### src/rtl/core/lfrc_pkg.sv
// Shared types and constants for the link frame receive classifier.
// Depends on nothing; imported by every module of the block.
`default_nettype none

package lfrc_pkg;

	localparam int unsigned FRAME_BYTES = 1600;
	localparam int unsigned HDR_BYTES   = 12;
	localparam int unsigned MAX_PAYLOAD = FRAME_BYTES - HDR_BYTES;
	localparam int unsigned QUEUE_DEPTH = 4;
	localparam int unsigned QPTR_W      = $clog2(QUEUE_DEPTH);
	localparam int unsigned QCNT_W      = $clog2(QUEUE_DEPTH + 1);

	localparam logic [15:0] POS_TYPE    = 16'd0;
	localparam logic [15:0] POS_LEN     = 16'd2;
	localparam logic [15:0] POS_OFF     = 16'd4;
	localparam logic [15:0] POS_CSUM    = 16'd6;
	localparam logic [15:0] POS_MAX     = 16'hFFFF;
	localparam logic [3:0]  NIBBLE_MASK = 4'hF;

	typedef enum logic [1:0] {
		CLASS_IDLE      = 2'd0,
		CLASS_MALFORMED = 2'd1,
		CLASS_BAD_CSUM  = 2'd2,
		CLASS_DATA      = 2'd3
	} frame_class_t;

	typedef struct packed {
		logic [7:0]  hdr0;
		logic [15:0] len;
		logic [15:0] off;
		logic [15:0] csum;
		logic [15:0] sum;
		logic        short_frame;
	} frame_rec_t;

endpackage

`default_nettype wire

### src/rtl/core/lfrc_front.sv
// Front end: takes bytes, captures header fields and keeps the byte sum.
// Emits one frame record per transaction end. Uses lfrc_pkg.
`default_nettype none

module lfrc_front (
	input  wire logic                clk,
	input  wire logic                arst_n,
	input  wire logic                beat,
	input  wire logic [7:0]          rx_byte,
	input  wire logic                end_of_transaction,
	output logic                     push,
	output lfrc_pkg::frame_rec_t     rec
);
	import lfrc_pkg::*;

	logic [15:0] pos_q;
	logic [15:0] sum_q;
	logic [7:0]  hdr0_q;
	logic [15:0] len_q;
	logic [15:0] off_q;
	logic [15:0] csum_q;

	logic [7:0]  hdr0_n;
	logic [15:0] len_n;
	logic [15:0] off_n;
	logic [15:0] csum_n;
	logic [15:0] sum_n;
	logic [16:0] span;
	logic [16:0] count;
	logic        in_span;
	logic        csum_byte;

	always_comb begin
		hdr0_n = hdr0_q;
		len_n  = len_q;
		off_n  = off_q;
		csum_n = csum_q;
		unique case (pos_q)
			POS_TYPE:          hdr0_n       = rx_byte;
			POS_LEN:           len_n[7:0]   = rx_byte;
			POS_LEN + 16'd1:   len_n[15:8]  = rx_byte;
			POS_OFF:           off_n[7:0]   = rx_byte;
			POS_OFF + 16'd1:   off_n[15:8]  = rx_byte;
			POS_CSUM:          csum_n[7:0]  = rx_byte;
			POS_CSUM + 16'd1:  csum_n[15:8] = rx_byte;
			default: ;
		endcase
		span      = {1'b0, len_n} + 17'(HDR_BYTES);
		in_span   = {1'b0, pos_q} < span;
		csum_byte = (pos_q == POS_CSUM) || (pos_q == POS_CSUM + 16'd1);
		sum_n     = sum_q + ((in_span && !csum_byte) ? {8'd0, rx_byte} : 16'd0);
		count     = {1'b0, pos_q} + 17'd1;
	end

	assign push            = beat && end_of_transaction;
	assign rec.hdr0        = hdr0_n;
	assign rec.len         = len_n;
	assign rec.off         = off_n;
	assign rec.csum        = csum_n;
	assign rec.sum         = sum_n;
	assign rec.short_frame = count < span;

	always_ff @(posedge clk or negedge arst_n) begin
		if (!arst_n) begin
			pos_q  <= '0;
			sum_q  <= '0;
			hdr0_q <= '0;
			len_q  <= '0;
			off_q  <= '0;
			csum_q <= '0;
		end else if (beat) begin
			if (end_of_transaction) begin
				pos_q  <= '0;
				sum_q  <= '0;
				hdr0_q <= '0;
				len_q  <= '0;
				off_q  <= '0;
				csum_q <= '0;
			end else begin
				if (pos_q != POS_MAX) pos_q <= pos_q + 16'd1;
				sum_q  <= sum_n;
				hdr0_q <= hdr0_n;
				len_q  <= len_n;
				off_q  <= off_n;
				csum_q <= csum_n;
			end
		end
	end

endmodule

`default_nettype wire

### src/rtl/core/lfrc_queue.sv
// Short record queue between front end and back end.
// Holds frame records of type lfrc_pkg::frame_rec_t.
`default_nettype none

module lfrc_queue (
	input  wire logic                clk,
	input  wire logic                arst_n,
	input  wire logic                push,
	input  wire lfrc_pkg::frame_rec_t push_rec,
	input  wire logic                pop,
	output lfrc_pkg::frame_rec_t     head_rec,
	output logic                     full,
	output logic                     empty
);
	import lfrc_pkg::*;

	frame_rec_t          mem [QUEUE_DEPTH];
	logic [QPTR_W-1:0]   wr_ptr_q;
	logic [QPTR_W-1:0]   rd_ptr_q;
	logic [QCNT_W-1:0]   cnt_q;

	assign full     = cnt_q == QCNT_W'(QUEUE_DEPTH);
	assign empty    = cnt_q == '0;
	assign head_rec = mem[rd_ptr_q];

	always_ff @(posedge clk) begin
		if (push) mem[wr_ptr_q] <= push_rec;
	end

	always_ff @(posedge clk or negedge arst_n) begin
		if (!arst_n) begin
			wr_ptr_q <= '0;
			rd_ptr_q <= '0;
			cnt_q    <= '0;
		end else begin
			if (push) wr_ptr_q <= (wr_ptr_q == QPTR_W'(QUEUE_DEPTH - 1)) ? '0 : wr_ptr_q + 1'b1;
			if (pop)  rd_ptr_q <= (rd_ptr_q == QPTR_W'(QUEUE_DEPTH - 1)) ? '0 : rd_ptr_q + 1'b1;
			if (push && !pop)      cnt_q <= cnt_q + 1'b1;
			else if (pop && !push) cnt_q <= cnt_q - 1'b1;
		end
	end

endmodule

`default_nettype wire

### src/rtl/core/lfrc_back.sv
// Back end: classifies queued frame records and holds the result register.
// Uses lfrc_pkg.
`default_nettype none

module lfrc_back (
	input  wire logic                 clk,
	input  wire logic                 arst_n,
	input  wire lfrc_pkg::frame_rec_t head_rec,
	input  wire logic                 empty,
	output logic                      pop,
	output logic                      result_valid,
	input  wire logic                 result_ready,
	output logic [1:0]                frame_class,
	output logic [3:0]                iface_type,
	output logic [3:0]                iface_num,
	output logic [15:0]               payload_len,
	output logic [15:0]               payload_offset
);
	import lfrc_pkg::*;

	logic         valid_q;
	frame_class_t cls;
	frame_class_t cls_q;
	logic [7:0]   hdr0_q;
	logic [15:0]  len_q;
	logic [15:0]  off_q;

	always_comb begin
		priority if (head_rec.len == '0)
			cls = CLASS_IDLE;
		else if (head_rec.off != 16'(HDR_BYTES) || head_rec.len > 16'(MAX_PAYLOAD)
		         || head_rec.short_frame)
			cls = CLASS_MALFORMED;
		else if (head_rec.sum != head_rec.csum)
			cls = CLASS_BAD_CSUM;
		else
			cls = CLASS_DATA;
	end

	assign pop = !empty && (!valid_q || result_ready);

	always_ff @(posedge clk or negedge arst_n) begin
		if (!arst_n) begin
			valid_q <= 1'b0;
		end else if (pop) begin
			valid_q <= 1'b1;
		end else if (result_ready) begin
			valid_q <= 1'b0;
		end
	end

	always_ff @(posedge clk) begin
		if (pop) begin
			cls_q  <= cls;
			hdr0_q <= head_rec.hdr0;
			len_q  <= head_rec.len;
			off_q  <= head_rec.off;
		end
	end

	assign result_valid   = valid_q;
	assign frame_class    = cls_q;
	assign iface_type     = hdr0_q[3:0] & NIBBLE_MASK;
	assign iface_num      = hdr0_q[7:4] & NIBBLE_MASK;
	assign payload_len    = len_q;
	assign payload_offset = off_q;

endmodule

`default_nettype wire

### src/rtl/core/link_frame_rx_classifier_core.sv
// Top level of the link frame receive classifier.
// Instantiates lfrc_front, lfrc_queue and lfrc_back; uses lfrc_pkg.
//
//   channel   direction  handshake                    payload
//   byte      in         byte_valid / byte_ready      rx_byte, end_of_transaction
//   result    out        result_valid / result_ready  frame_class, iface_type,
//                                                     iface_num, payload_len,
//                                                     payload_offset
//
// One byte per cycle while byte_ready is high; each beat updates header and 16-bit sum.
// The closing beat queues its record; result_valid rises once the back end pops it.
// A four-record queue sits between front and back; byte_ready drops only when it is full.
// Reset clears the running sum, captured header fields, queue and result valid.
`default_nettype none

module link_frame_rx_classifier_core (
	input  wire logic        clk,
	input  wire logic        arst_n,
	input  wire logic        byte_valid,
	output logic             byte_ready,
	input  wire logic [7:0]  rx_byte,
	input  wire logic        end_of_transaction,
	output logic             result_valid,
	input  wire logic        result_ready,
	output logic [1:0]       frame_class,
	output logic [3:0]       iface_type,
	output logic [3:0]       iface_num,
	output logic [15:0]      payload_len,
	output logic [15:0]      payload_offset
);
	import lfrc_pkg::*;

	logic       beat;
	logic       push;
	logic       pop;
	logic       q_full;
	logic       q_empty;
	frame_rec_t push_rec;
	frame_rec_t head_rec;

	assign byte_ready = !q_full;
	assign beat       = byte_valid && byte_ready;

	lfrc_front u_front (
		.clk                (clk),
		.arst_n             (arst_n),
		.beat               (beat),
		.rx_byte            (rx_byte),
		.end_of_transaction (end_of_transaction),
		.push               (push),
		.rec                (push_rec)
	);

	lfrc_queue u_queue (
		.clk      (clk),
		.arst_n   (arst_n),
		.push     (push),
		.push_rec (push_rec),
		.pop      (pop),
		.head_rec (head_rec),
		.full     (q_full),
		.empty    (q_empty)
	);

	lfrc_back u_back (
		.clk            (clk),
		.arst_n         (arst_n),
		.head_rec       (head_rec),
		.empty          (q_empty),
		.pop            (pop),
		.result_valid   (result_valid),
		.result_ready   (result_ready),
		.frame_class    (frame_class),
		.iface_type     (iface_type),
		.iface_num      (iface_num),
		.payload_len    (payload_len),
		.payload_offset (payload_offset)
	);

	a_drain_empty: assert property (@(posedge clk) disable iff (!arst_n)
		result_valid && result_ready && q_empty |=> !result_valid)
		else $error("result valid after draining with empty queue");

	a_idle_len: assert property (@(posedge clk) disable iff (!arst_n)
		result_valid && frame_class == CLASS_IDLE |-> payload_len == 16'd0)
		else $error("idle class with nonzero length");

	a_data_hdr: assert property (@(posedge clk) disable iff (!arst_n)
		result_valid && frame_class == CLASS_DATA |->
			payload_offset == 16'(HDR_BYTES) && payload_len != 16'd0
			&& payload_len <= 16'(MAX_PAYLOAD))
		else $error("data class with bad header fields");

	a_pop_load: assert property (@(posedge clk) disable iff (!arst_n)
		pop |=> result_valid)
		else $error("queue pop did not load result register");

endmodule

`default_nettype wire
### config.mk
export PLATFORM = sky130hd
export DESIGN_NAME = link_frame_rx_classifier_core
export DESIGN_NICKNAME = d
export VERILOG_FILES = /design/src/rtl/core/lfrc_pkg.sv /design/src/rtl/core/lfrc_front.sv /design/src/rtl/core/lfrc_queue.sv /design/src/rtl/core/lfrc_back.sv /design/src/rtl/core/link_frame_rx_classifier_core.sv
export SDC_FILE = /design/constraint.sdc
export NUM_CORES = 1
export LEC_CHECK = 0
export ABC_AREA = 1
export BUFFER_PORTS_ARGS = -buffer_cell sky130_fd_sc_hd__buf_2
export CAP_MARGIN = 10
export CORE_UTILIZATION = 65
export DETAILED_ROUTE_END_ITERATION = 7
export PLACE_DENSITY = 0.91
export SLEW_MARGIN = 20
export SYNTH_ARGS = -nofsm -noshare
export SYNTH_HDL_FRONTEND = slang
export SYNTH_HIERARCHICAL = 1
export SYNTH_SLANG_ARGS = --single-unit
### constraint.sdc
create_clock -name clk -period 10.7 [get_ports clk]
set_input_delay 1.07 -clock clk [delete_from_list [all_inputs] [get_ports clk]]
set_output_delay 1.07 -clock clk [all_outputs]
set_load 0.01 [all_outputs]
=== Word level (Yosys, flattened, before mapping) ===
Memory sizes are Yosys's and may differ from the RTL's.
Cells that the tools add are included.

* Flip-flop bits (word level): 138
* Bits in writable memories: 292
* Input bits: 13
* Output and inout bits: 44
* Logic and storage cells: 88
* Memories: 1

{| class="wikitable"
|+ Memories
! memory !! words !! width !! rd ports !! clocked after Yosys merged registers in !! write ports !! line !! text
|-
| u_queue.mem || 4 || 73 || 1 || 0 || 1 || lfrc_queue.sv:17 || <nowiki>frame_rec_t mem [QUEUE_DEPTH];</nowiki>
|}

* $add $sub $neg: 8
* Magnitude comparators: 3
* Equal/unequal tests: 12
* Multiplexer cells: 25
* Reduce and logical (&&, ||, !) cells: 24

{| class="wikitable"
|+ Operators by type and width
! kind !! number
|-
| $mux W16 || 6
|-
| $mux W8 || 9
|-
| $eq A16 B3 Y1 const B || 4
|-
| $eq A16 B2 Y1 const B || 2
|-
| $logic_not A16 Y1 || 2
|-
| $add A16 B1 Y17 const B || 1
|-
| $add A16 B4 Y17 const B || 1
|-
| $lt A16 B17 Y1 || 1
|-
| $lt A17 B17 Y1 || 1
|-
| $add A16 B1 Y16 const B || 1
|-
| $add A16 B16 Y16 || 1
|-
| $gt A16 B11 Y1 const B || 1
|-
| $ne A16 B16 Y1 || 1
|-
| $ne A16 B16 Y1 const B || 1
|-
| $ne A16 B4 Y1 const B || 1
|-
| $logic_and A1 B1 Y1 || 6
|-
| $logic_not A1 Y1 || 6
|-
| $mux W1 || 6
|-
| $mux W3 || 2
|-
| $reduce_bool A2 Y1 || 3
|-
| $add A2 B1 Y2 const B || 2
|-
| $eq A2 B2 Y1 const B || 2
|-
| $logic_or A1 B1 Y1 || 4
|-
| $mux W2 || 2
|-
| 6 further kinds || 6
|}

=== Longest topological paths before layout ===
Gate-level depths: netlist of the first run.

* Word-level depth: 8
* Depth in mapped cells: 39
* Depth with buffers taken out: 38

=== By module ===
Netlist of the first run, hierarchy kept.

{| class="wikitable"
|+ By module, submodules not included
! module !! instances !! cells each !! area an instance (um^2) !! sequential area each (um^2)
|-
| lfrc_queue || 1 || 903 || 12,047.8 || 8,943.6
|-
| lfrc_front || 1 || 797 || 6,138.4 || 2,202.1
|-
| lfrc_back || 1 || 178 || 1,826.8 || 1,286.2
|-
| link_frame_rx_classifier_core || 1 || 3 || 13.8 || 0.0
|}

=== Least setup slack after synthesis of the first run ===
OpenSTA, ideal clock, no wires.

* Kind: input to register
* Start point: in rx_byte[2]
* End point: mem u_queue/mem[0][14] (netlist name) (data pin)
* Setup time: 0.265 ns
* Data arrival time: 4.616 ns
* Required time: 10.435 ns
* Slack: 5.819 ns
* Stages on the path: 31
* Path buffers: 0
* Cell sequence: inv_1 -> o21ai_1 -> nand2_1 -> nor2_1 -> nand3_2 -> nor2_1 -> nand2_1 -> nor2_1 -> inv_1 -> nand2_1 -> nand2_1 -> ha_1 -> nand3_1 -> nor2_1 -> nand2_2 -> nand2_4 -> nor2_2 -> ha_1 -> nand3_1 -> and2_1 -> o21ai_0 -> nand2_1 -> nand2_1 -> nand2_1 -> nand2_1 -> nand2_1 -> a21oi_1 -> nand2_1 -> nor2_1 -> xor2_1 -> inv_1

{| class="wikitable"
|+ RTL lines
! element !! line !! text
|-
| start: declaration || link_frame_rx_classifier_core.sv:21 || <nowiki>input wire logic [7:0] rx_byte,</nowiki>
|-
| end: declaration || lfrc_queue.sv:17 ||
|}

==> out/qor.csv, run 1 <==
stage,metric,value,unit
run_status,status,finished clean,
clock_network,Post-CTS Hold Fix Bufs,0,
final_layout,ANT cells,0,
floorplanning,Die Ht,178,um
setup_path,crit path DAT,6.46,ns
synth,Netlist cell types,42,
grt,global-route wire length before repair,74100,um
timing,unrepaired setup endpoints after global routing,false,
synth,Most used DFF post-synth,edfxtp_1,
clock_network,Worst-path clk slew,0.06,ns
final_layout,Finished Cell Area,21700,um^2
flow_run,maxcap violations,0,
clock_network,setup bufs post-CTS,0,
synth,ys async rst share,22.3,%
synth,Post-Syn Nets,1941,
setup_path,CP top delay family,simple AND/OR/NAND/NOR gates,
power_and_ir_drop,leakage,9.56,nW
routing,via count,14300,
synth,Synth Cell Area,20000,um^2
synth,mux share of post-synthesis cell area,0,%
timing,fin crit period,6.02,ns
setup_path,R2R Path Start,u_front/pos_q[0],
timing,final period utilization,56.2,%
power_and_ir_drop,Cell Pwr Density,261,nW/um^2
timing,Worst slew margin,24.7,%
synth,#FFs+latches synth,430,
placed_design,Final HPWL DP,27300,um
synth,Synth Instances,1881,
setup_path,Worst EP required,11.14,ns
setup_path,critical path type,flop to flop,
clock_network,root buf cell,clkbuf_16,
placed_design,Placed Area,20400,um^2
routing,vias per inst,6.09,
placed_design,Place WS,4.76,ns
timing,"Hold Violations, Final",0,
routing,routed wire length,47600,um
timing,Pins Over Slew Limit,0,
synth,mean post-synth cell area,10.6,um^2
clock_network,TritonCTS clock tree,built,
setup_path,crit path max-delay cell type,dfrtp_1,
grt,largest net degree at the start of global routing,211,
floorplanning,I/O Pins,57,
setup_path,startpoint types,flop,
clock_network,worst-skew pair later-pin latency,0.56,ns
synth,fraction of the mapped netlist area in compound gates,11.0,%
setup_path,worst reg2reg path depth,35,
grt,GR Overflow Total,0,
clock_network,CTS buffer count,41,
synth,post-synthesis xor/xnor area fraction,1.27,%
setup_path,CP dominant cell by count,nand2_1,
setup_path,CP Buf/Inv Count,2,
routing,initial DRC count,1910,
setup_path,Reg2Reg Setup Slack,4.68,ns
placed_design,GPL Wtd Cong,0.875,
timing,Setup-failing EPs final,0,
clock_network,Max clock buf depth,3,
clock_network,post-cts resize count,0,
final_layout,layout cells sized above 1,10.5,%
synth,largest family of logic cells by synthesized area,simple AND/OR/NAND/NOR gates,
timing,worst slew pin tran,1.13,ns
timing,PnR worst setup slack,4.68,ns
synth,Yosys warnings,6,
routing,first drt pass iteration count,8,
floorplanning,Core ar.,30000,um^2
final_layout,most frequent cells in the layout,"nand2_1, inv_1, edfxtp_1",
clock_network,clock sink count,430,
final_layout,filler cell count,1808,
synth,Synth Area in Simple Gates,13.4,%
setup_path,Worst path max stage delay,0.43,ns
setup_path,CP endpoint kind,flop,
setup_path,CP max FO,14,
routing,# DRC,0,
clock_network,H-tree Lvls,2,
power_and_ir_drop,Total Power,5.68,mW
timing,Fmax achieved,0.166,GHz
final_layout,Layout area overhead,8.50,%
routing,antenna-violating nets left,0,
grt,antenna violations before repair,0,
synth,post-synthesis adder-cell area fraction,3.01,%
timing,setup TNS,0,ns
final_layout,"commonest non-fill, non-tap cell in the layout",nand2_1,
placed_design,IO buf count,56,
floorplanning,Horiz. Die Dim,178,um
final_layout,NumNets Final,1980,
grt,overall fraction of global-route tracks in use,30.9,%
floorplanning,Initial Util,66.9,%
floorplanning,Std-Cell Rows,63,
routing,routed wire length per instance,20.3,um
setup_path,Critical path origin,u_front/pos_q[0],
synth,sequential share of the synthesized area,62.1,%
floorplanning,die area,31500,um^2
setup_path,r2r endpoint,u_front/sum_q[14],
grt,vias in the first global route,14300,
hold_path,Hold Path Class,input pin to async pin,
timing,Fin Clk Skew,0.0287,ns
synth,Post-synth EDFFs,334,
power_and_ir_drop,maximum VDD drop,0.000205,V
[layer usage]
layer	wire, um	share of wire, %	vias up	track usage, %
li1	-	-	6394	-
met1	17200	36	6760	38.8
met5	0	0	-	0
met4	2370	5.0	0	15.8
met2	23300	49	901	51.5
met3	4630	9.7	218	5.68
[state kept, by name (all words and copies together), names as in the netlist]
| register | cells |
|---|---|
| u_back/payload_offset | 16 |
| u_front/csum_q | 16 |
| u_back/result_valid | 1 |
| u_front/sum_q | 16 |
| u_front/hdr0_q | 8 |
| u_queue/mem | 292 |
| u_front/pos_q | 16 |
| u_back/payload_len | 16 |
| u_queue/rd_ptr_q | 2 |
| u_queue/wr_ptr_q | 2 |
| u_back/frame_class | 2 |
| u_front/len_q | 16 |
| u_front/off_q | 16 |
| u_back/hdr0_q | 8 |
| u_queue/cnt_q | 3 |
[synthesized netlist by cell type (all sizes together), types with 2 or more instances]
cell / count / share of area [%]
a21o: 2 / 0.075
inv: 361 / 6.8
o21ai: 40 / 1.1
a22o: 19 / 0.83
fa: 2 / 0.20
ha: 45 / 2.8
xnor2: 2 / 0.087
dfrtp: 96 / 12
edfxtp: 334 / 50
nor3: 13 / 0.47
o211ai: 146 / 5.5
or2: 3 / 0.094
xor2: 27 / 1.2
nor2: 126 / 2.8
nand3: 39 / 1.1
o21bai: 3 / 0.11
clkbuf: 21 / 0.39
o22ai: 61 / 1.9
a211oi: 2 / 0.075
buf: 52 / 2.1
nand2: 419 / 8.3
nand4: 12 / 0.37
a21oi: 51 / 1.4
[kinds of logic after synthesis]
group / count (synthesis)
and+or+nand+nor: 615
DFF: 430
xor gates and xnor gates: 29
buffers and inverters: 435
AOI/OAI and AO/OA: 325
adders and majority gates: 47
[layout make-up]
type                    instances  area [um^2]  share of cell area, %
multi-input cells            1016         5750                   26.5
repair buffers                 69          380                   1.75
flip-flops and latches        430        12400                   57.2
well taps                     390          488                   2.25
clock inverters                18          183                  0.841
inverters                     362         1370                   6.29
clock buffers                  57         1130                   5.18
[metrics by stage]
step / cells / utilization [%] / hold WS (ns)
after floorplan: 1881 / - / 0.453
after global placement: 2267 / 68.2 / 0.468
after detailed placement: 2267 / 68.2 / 0.477
after CTS: 2342 / 72.5 / 0.431
after global routing: 2342 / 72.5 / 0.458
final: 2342 / 72.5 / 0.441
[where the power goes]
| part | total [mW] | internal (mW) | switching, mW | leakage, nW |
|---|---|---|---|---|
| Sequential | 2.35 | 2.23 | 0.124 | 4.41 |
| Combinational | 1.92 | 0.536 | 1.38 | 4.51 |
| Clock | 1.41 | 0.793 | 0.614 | 0.639 |
[how the worst max path moves through the flow]
stage | to | slack, ns | cells after the start
after floorplan | u_queue/mem[0][14] | 5.82 | 31
after global placement | u_queue/mem[0][14] | 5.12 | 32
after detailed placement | u_front/sum_q[14] | 4.76 | 32
after CTS | u_front/sum_q[14] | 4.75 | 35
after global routing | u_front/sum_q[14] | 4.12 | 35
final | u_front/sum_q[14] | 4.68 | 35
Power figures use the tool's default switching activity.
==> run 2: changes to the inputs <==
Settings changed: CORE_UTILIZATION 65 to 63, PLACE_DENSITY 0.91 to 0.88.
Clock period 10.7 ns to 5.6 ns, I/O delays scaled along.
==> out/qor.csv, run 2 (synthesis gave the netlist of run 1 again) <==
stage,metric,value,unit
grt,overall fraction of global-route tracks in use,27.9,%
final_layout,Util after Layout,71.4,%
timing,Setup-failing EPs final,0,
final_layout,filler cell count,1926,
setup_path,crit path max-delay cell type,dfrtp_1,
setup_path,CP max FO,9,
placed_design,GPL Wtd Cong,0.937,
power_and_ir_drop,maximum VDD drop,0.000430,V
timing,"Hold Violations, Final",0,
routing,vias per inst,5.95,
timing,Worst slew margin,37.2,%
final_layout,Largest register FFs,292,
grt,global-route wire length before repair,71000,um
setup_path,critical path type,flop to flop,
clock_network,CTS buffer count,42,
setup_path,CP top delay family,simple AND/OR/NAND/NOR gates,
run_status,status,finished clean,
grt,vias in the first global route,14200,
floorplanning,die area,32500,um^2
setup_path,CP endpoint kind,flop,
final_layout,most frequent cells in the layout,"nand2_1, inv_1, edfxtp_1",
final_layout,ANT cells,0,
placed_design,Final HPWL DP,27500,um
setup_path,Worst path max stage delay,0.44,ns
routing,# DRC,0,
timing,worst slew pin tran,0.943,ns
clock_network,TritonCTS clock tree,built,
final_layout,largest register by flop count,u_queue/mem,
setup_path,Critical path origin,u_front/pos_q[9],
final_layout,NumNets Final,2005,
routing,antenna-violating nets left,0,
setup_path,R2R Path Start,u_front/pos_q[9],
final_layout,layout cells sized above 1,12.7,%
floorplanning,Initial Util,64.8,%
clock_network,Worst-path clk slew,0.06,ns
flow_run,maxcap violations,0,
routing,via count,14100,
timing,final period utilization,94.5,%
grt,largest net degree at the start of global routing,173,
routing,routed wire length,45200,um
setup_path,startpoint types,flop,
floorplanning,Horiz. Die Dim,180,um
clock_network,root buf cell,clkbuf_16,
grt,GR Overflow Total,0,
final_layout,"commonest non-fill, non-tap cell in the layout",nand2_1,
routing,first drt pass iteration count,6,
setup_path,Reg2Reg Setup Slack,0.31,ns
placed_design,IO buf count,56,
setup_path,Worst EP required,5.87,ns
setup_path,worst reg2reg path depth,36,
setup_path,crit path DAT,5.57,ns
routing,initial DRC count,1613,
timing,fin crit period,5.29,ns
grt,antenna violations before repair,0,
floorplanning,Die Ht,180,um
hold_path,Hold Path Class,input pin to async pin,
final_layout,area occupied by multi-input gates,5880,um^2
floorplanning,Std-Cell Rows,64,
clock_network,H-tree Lvls,2,
timing,Pins Over Slew Limit,0,
clock_network,worst-skew pair later-pin latency,0.54,ns
power_and_ir_drop,Cell Pwr Density,492,nW/um^2
setup_path,CP dominant cell by count,nand2_1,
power_and_ir_drop,leakage,9.70,nW
floorplanning,I/O Pins,57,
final_layout,Layout area overhead,10.2,%
timing,Fin Clk Skew,0.0207,ns
timing,setup TNS,0,ns
setup_path,CP Buf/Inv Count,4,
setup_path,r2r endpoint,u_queue/mem[3][16],
timing,Fmax achieved,0.189,GHz
routing,routed wire length per instance,19.0,um
floorplanning,Core ar.,30900,um^2
final_layout,FF/Latch Area,12400,um^2
clock_network,clock sink count,430,
clock_network,Max clock buf depth,3,
-- run 2: cell types whose count changed in the layout (fill, tap and decap cells not counted), sizes merged --
cell / before / now
buf: 69 / 92
clkbuf: 57 / 60
clkinv: 17 / 15
clkinvlp: 0 / 1
inv: 361 / 362
nor2: 126 / 127
-- run 2: through the flow --
stage               area (um^2)  hold slack [ns]  worst slack, ns  std cells  power, mW
finish                    22100            0.146            0.306       2375       10.9
global route              22100            0.214           -0.173       2375       11.4
CTS                       21900            0.171          0.00361       2362       10.8
detailed placement        20500            0.481           0.0683       2284       8.00
global placement          20500            0.475            0.292       2284       7.78
floorplan                 20000            0.264            0.802       1881       7.13
-- run 2: layout make-up --
type	instances	area share (%)
inverters	362	6.19
multi-input cells	1017	26.6
well taps	396	2.25
clock buffers	60	5.26
flip-flops and latches	430	56.4
repair buffers	92	2.56
clock inverters	18	0.760
-- run 2: routing by layer --
layer  routed length, um  part of all wire (%)  up-vias  GRT usage [%]
li1                    -                     -     6451              -
met1               17000                    38     6803           34.2
met2               22700                    50      739           48.3
met3                3830                   8.5      148           4.28
met4                1660                   3.7        0           13.8
met5                   0                     0        -              0
-- run 2: report_power, final --
part / switching, mW / internal (mW)
registers: 0.196 / 4.26
logic: 2.62 / 1.08
clock network: 1.16 / 1.55
total: 3.98 / 6.88
-- run 2: worst max path at each step --
stage	endpoint	slack [ns]	depth (start not counted)
floorplan	u_queue/mem[0][14]	0.80	35
global placement	u_queue/mem[0][14]	0.29	34
detailed placement	u_front/sum_q[14]	0.07	34
CTS	u_queue/mem[3][16]	0.004	34
global route	u_queue/mem[2][16]	-0.17	36
finish	u_queue/mem[3][16]	0.31	36
-- run 2: timing repair --
item | in CTS | in global routing
pin swaps | 0 | 9
endpoints found under the setup margin | 9 | 46
gates cloned | 0 | 1
hold buffers | 0 | 0
resized for setup | 3 | 27
setup buffers | 0 | 12
hold endpoints to repair | 0 | 0
